<file path="src/sv/tsm_pkg.sv">
// Package for trimmed_segment_mean: widths, request kinds, source codes, payload types.
// No dependencies.
package tsm_pkg;
   localparam int MaxEvents = 1024;
   localparam int MaxLevels = 8;
   localparam int EvAw = $clog2(MaxEvents);
   localparam int LvW = $clog2(MaxLevels);

   localparam logic [1:0] KIND_HEADER = 2'd0;
   localparam logic [1:0] KIND_SAMPLE = 2'd1;
   localparam logic [1:0] KIND_READ = 2'd2;

   localparam logic [1:0] SRC_OWN = 2'd0;
   localparam logic [1:0] SRC_LEVEL = 2'd1;
   localparam logic [1:0] SRC_EMPTY = 2'd2;

   typedef struct packed {
      logic [1:0] kind;
      logic [2:0] level;
      logic [19:0] event_length;
      logic signed [15:0] sample;
      logic [9:0] event_index;
   } req_type;

   typedef struct packed {
      logic signed [15:0] amplitude;
      logic [1:0] source;
      logic [9:0] read_index;
   } rsp_type;

   // divider control between top and divider
   typedef struct packed {
      logic start;
      logic signed [55:0] dividend;
      logic [31:0] divisor;
   } div_cmd_type;

   typedef struct packed {
      logic busy;
      logic done;
      logic signed [15:0] quotient;
   } div_sts_type;
endpackage

</file>
<file path="src/sv/tsm_div.sv">
// Restoring signed divider, one quotient bit per cycle, saturates to 16 bits.
// Depends on tsm_pkg.
module tsm_div (
   input logic clock,
   input logic reset,
   input tsm_pkg::div_cmd_type cmd,
   output tsm_pkg::div_sts_type sts
);
   import tsm_pkg::*;

   logic [55:0] rem_ff, rem_in;
   logic [55:0] quo_ff, quo_in;
   logic [31:0] den_ff, den_in;
   logic neg_ff, neg_in;
   logic [5:0] cnt_ff, cnt_in;
   logic busy_ff, busy_in;
   logic done_ff, done_in;
   logic [56:0] trial;
   logic [55:0] shifted;
   logic signed [56:0] sq;
   logic signed [15:0] sat;

   always_comb begin
      shifted = {rem_ff[54:0], quo_ff[55]};
      trial = {1'b0, shifted} - {25'd0, den_ff};
      rem_in = rem_ff;
      quo_in = quo_ff;
      den_in = den_ff;
      neg_in = neg_ff;
      cnt_in = cnt_ff;
      busy_in = busy_ff;
      done_in = 1'b0;
      if (cmd.start) begin
         rem_in = '0;
         quo_in = cmd.dividend[55] ? 56'(-cmd.dividend) : cmd.dividend;
         den_in = cmd.divisor;
         neg_in = cmd.dividend[55];
         cnt_in = 6'd56;
         busy_in = 1'b1;
      end else if (busy_ff) begin
         // shift one bit and try subtract
         quo_in = {quo_ff[54:0], ~trial[56]};
         rem_in = trial[56] ? shifted : trial[55:0];
         cnt_in = cnt_ff - 6'd1;
         if (cnt_ff == 6'd1) begin
            busy_in = 1'b0;
            done_in = 1'b1;
         end
      end
   end

   // apply sign then clamp
   always_comb begin
      sq = neg_ff ? -$signed({1'b0, quo_ff}) : $signed({1'b0, quo_ff});
      if (sq > 57'sd32767) sat = 16'sh7fff;
      else if (sq < -57'sd32768) sat = -16'sh8000;
      else sat = sq[15:0];
   end

   always_ff @(posedge clock) begin
      rem_ff <= rem_in;
      quo_ff <= quo_in;
      den_ff <= den_in;
      neg_ff <= neg_in;
      cnt_ff <= cnt_in;
      if (reset) begin
         busy_ff <= 1'b0;
         done_ff <= 1'b0;
      end else begin
         busy_ff <= busy_in;
         done_ff <= done_in;
      end
   end

   assign sts.busy = busy_ff;
   assign sts.done = done_ff;
   assign sts.quotient = sat;
endmodule

</file>
<file path="config.mk">
export PLATFORM = sky130hd
export DESIGN_NAME = tsm_div
export DESIGN_NICKNAME = d
export VERILOG_FILES = /design/src/sv/tsm_pkg.sv /design/src/sv/tsm_div.sv
export SDC_FILE = /design/constraint.sdc
export NUM_CORES = 1
export LEC_CHECK = 0
export BUFFER_PORTS_ARGS = -buffer_cell sky130_fd_sc_hd__buf_2
export CELL_PAD_IN_SITES_DETAIL_PLACEMENT = 1
export CELL_PAD_IN_SITES_GLOBAL_PLACEMENT = 1
export CORE_MARGIN = 1
export CORE_UTILIZATION = 46
export CTS_CLUSTER_DIAMETER = 100
export DETAILED_ROUTE_END_ITERATION = 6
export MAX_ROUTING_LAYER = met4
export PLACE_DENSITY = 0.87
export SLEW_MARGIN = 15
export SYNTH_ARGS = -nofsm -noshare
export SYNTH_HDL_FRONTEND = slang
export SYNTH_SLANG_ARGS = --single-unit
</file>
<file path="constraint.sdc">
create_clock -name clock -period 5.07 [get_ports clock]
set_input_delay 0.7605 -clock clock [delete_from_list [all_inputs] [get_ports clock]]
set_output_delay 0.7605 -clock clock [all_outputs]
set_load 0.02 [all_outputs]
</file>
==> metrics.md <==
| Metric | Value |
|---|---|
| Final Max Tran Viols | `0` |
| Routed Antenna Nets | `0` |
| Mapped cell area | `11,500 um2` |
| Gate power share | `28.2%` |
| Register area share after synthesis | `34.1%` |
| DP HPWL | `25,900 um` |
| Top cell type's share of synthesized area | `23.2%` |
| Synth top cells by count | `nor2_1, nand2_1, a21oi_1` |
| Post-Syn Area per Cell | `8.38 um2` |
| Area leader, netlist | `edfxtp_1` |
| Total gr overflow | `0` |
| Routability congestion estimate | `0.962` |
| Cell mode on critical path | `buf_4` |
| Synth area leaders | `edfxtp_1, dfxtp_1, xor2_1` |
| Slowest CP cell | `edfxtp_1` |
| CP Launch Type | `register` |
| YS warnings | `0` |
| Worst VDD drop | `0.208 mV` |
| First-pass GRT wire length | `59,000 um` |
| Met2 GRT Util | `51.3%` |
| Wirelength per Cell | `20.6 um` |
| Largest net degree at the start of global routing | `78` |
| Register share of total power | `39.0%` |
| Number of synthesized flops with an enable pin | `89` |
| Layout cell share with drive strength beyond 1 | `17.9%` |
| CTS Sinks | `152` |
| Final hold violations | `0` |
| DR iter-0 viols | `784` |
| Post-route setup slack | `-0.0175 ns` |
| Worst-Skew Late Latency | `0.44 ns` |
| Die area | `25,700 um2` |
| Die Y | `160 um` |
| Failing checks | `negative setup slack` |
| Critical path peak fanout | `8` |
| Worst min-delay path class | `register to register` |
| Drt total wl | `37,400 um` |
| CP max stage delay | `0.43 ns` |
| Detailed Routing Iterations Pass 1 | `5` |
| Port bufs | `108` |
| Status | `finished, violations left` |
| Synthesis-to-finish area growth | `16.1%` |
| Antenna diodes | `0` |
| Die X | `160 um` |
| Crit share post-route | `100%` |
| Most Crowded Layer GR | `met2` |
| Yosys reg bits | `152` |
| H-Tree Depth | `4` |
| Top-count cell post-synth | `nor2_1` |
| Int Pwr | `2680 uW` |
| Number of max-cap violations | `0` |
| Final setup violation count | `8` |
| DRC Markers | `0` |
| GRT Total Usage | `29.3%` |
| TritonCTS clock tree | `done` |
| Tightest Pin Transition | `1.09 ns` |
| Hold-fix buffers, CTS | `0` |
| Crit. End Element | `primary output` |
| Crit path cell chain | `buf_4 > buf_4 > nor4_1 > buf_4 > and4_1 > nand4_1 > buf_4 > mux2_2 > a211o_1 > nor4_1 > nand4b_2 > o41ai_4 > buf_4 > buf_6 > o21ai_0 > buf_2` |
| Switch Pwr | `1440 uW` |
| Layout Nets | `1,608` |
| Clock network power share | `32.8%` |
| Rows | `57` |
| Sw frac | `35.0%` |
| Power Dens Cells | `308 nW/um2` |
| Crit path kind | `register to primary output` |
| Post-route insts no fill | `1,817` |
| Vias in the first global route | `11,600` |
| Ys flop type | `edfxtp_1` |
| Met1 usage | `35.0%` |
| Synth Instances | `1,376` |
| Slew HR | `27.0%` |
| Fmax | `0.197 GHz` |
| Top Ports | `109` |
| WP data required | `4.31 ns` |
| # placed instances | `1,760` |
| Worst-path clk slew | `0.07 ns` |
| Routing usage on met3 | `3.61%` |
| Leak | `0.00523 uW` |
| Root Buffer | `clkbuf_16` |
| Vias per cell | `6.27` |
| Tmin final | `5.09 ns` |
| Net Count, Synth | `1,504` |
| Power, Total | `4130 uW` |
| Core Footprint | `24,500 um2` |
| Distinct cell type count after synthesis | `85` |
| R2R setup slack | `0.80 ns` |
| CP arrival | `4.33 ns` |
| Initial core utilization | `47.1%` |
| Pre-CTS setup slack | `-0.117 ns` |
| Max clock buf depth | `2` |
| Asr flop ratio synth | `0%` |
| Initial antenna violation count | `0` |
| Num CTS Buffers | `17` |
| Worst Skew | `0.0112 ns` |
| DR vias | `11,400` |
[critical path, delay by kind of cell, from the launching register on]
| kind | cells | cell delay, ns |
|---|---|---|
| buffers and inverters | 7 | 1.18 |
| muxes | 1 | 0.26 |
| AOI/OAI and AO/OA | 3 | 0.62 |
| DFF | 1 | 0.43 |
| and+or+nand+nor | 5 | 1.39 |
[path summary, 6_finish.rpt]
kind,start,end,cells past startpoint
max,quo_ff[0]$_DFFE_PP_,sts[1],16
min,rem_ff[54]$_SDFFE_PP0P_,rem_ff[54]$_SDFFE_PP0P_,2
max reg2reg,quo_ff[55]$_DFFE_PP_,rem_ff[51]$_SDFFE_PP0P_,11
min reg2reg,rem_ff[54]$_SDFFE_PP0P_,rem_ff[54]$_SDFFE_PP0P_,2
[final cells by class]
class                      count  area, um2
clock buffer                  19        453
clock inverter                13        158
tap                          324        405
fill                        2930      11100
multi-input combinational   1085       7190
timing repair buffer         167       1020
inverter                      57        214
sequential                   152       3940
[flip-flops by register name (all words and copies together), names as in the netlist]
signal and count:
den_ff 32, cnt_ff 6, done_ff 1, neg_ff 1
busy_ff 1, quo_ff 56, rem_ff 55
[cell usage in the layout (no fill, tap or decap), drive strengths merged, types with 62 or more instances in the layout]
| master | instances |
|---|---|
| buf | 167 |
| nor2 | 166 |
| nand2 | 127 |
| a21oi | 105 |
| edfxtp | 89 |
| xor2 | 87 |
| o21ai | 69 |
| dfxtp | 63 |
| inv | 62 |
[per-layer routing]
layer,up-vias,share of wire (%)
met3,78,4.5
met2,349,51
met4,0,2.4
met1,5617,42
li1,5355,-
met5,-,0
[kinds of logic after synthesis]
logic type	after synthesis	synth area share, %
compound gates	380	23.0
xor+xnor	124	9.42
fa+ha+maj	37	4.08
buf+inv	139	4.94
flops	152	34.1
mux	13	1.17
simple gates	531	23.3
[power groups by stage]
stage                     Clock, uW  Combinational (uW)  Sequential, uW
after floorplan                   0                 817            1560
after global placement            0                1040            1620
after detailed placement          0                1080            1630
after CTS                      1370                1110            1610
after global routing           1410                1280            1620
final                          1360                1160            1610
[repair_timing]
action / in CTS / in global routing
endpoints found under the setup margin: 15 / 15
setup buffers: 3 / 21
gates cloned: 1 / 0
pin swaps: 6 / 15
resized for setup: 16 / 19
[metrics by stage]
| stage | TNS (ns) | hold WS [ns] | utilization (%) | instance area (um2) |
|---|---|---|---|---|
| 5_1_grt | -1.47 | 0.481 | 54.7 | 13400 |
| 2_1_floorplan | 0 | 0.457 | - | 11500 |
| 4_1_cts | 0 | 0.480 | 53.6 | 13100 |
| 3_5_place_dp | -0.629 | 0.482 | 50.7 | 12400 |
| 6_report | -0.0769 | 0.490 | 54.7 | 13400 |
| 3_3_place_gp | 0 | 0.472 | 50.7 | 12400 |
Note: power is estimated with default switching activity, not from simulation.
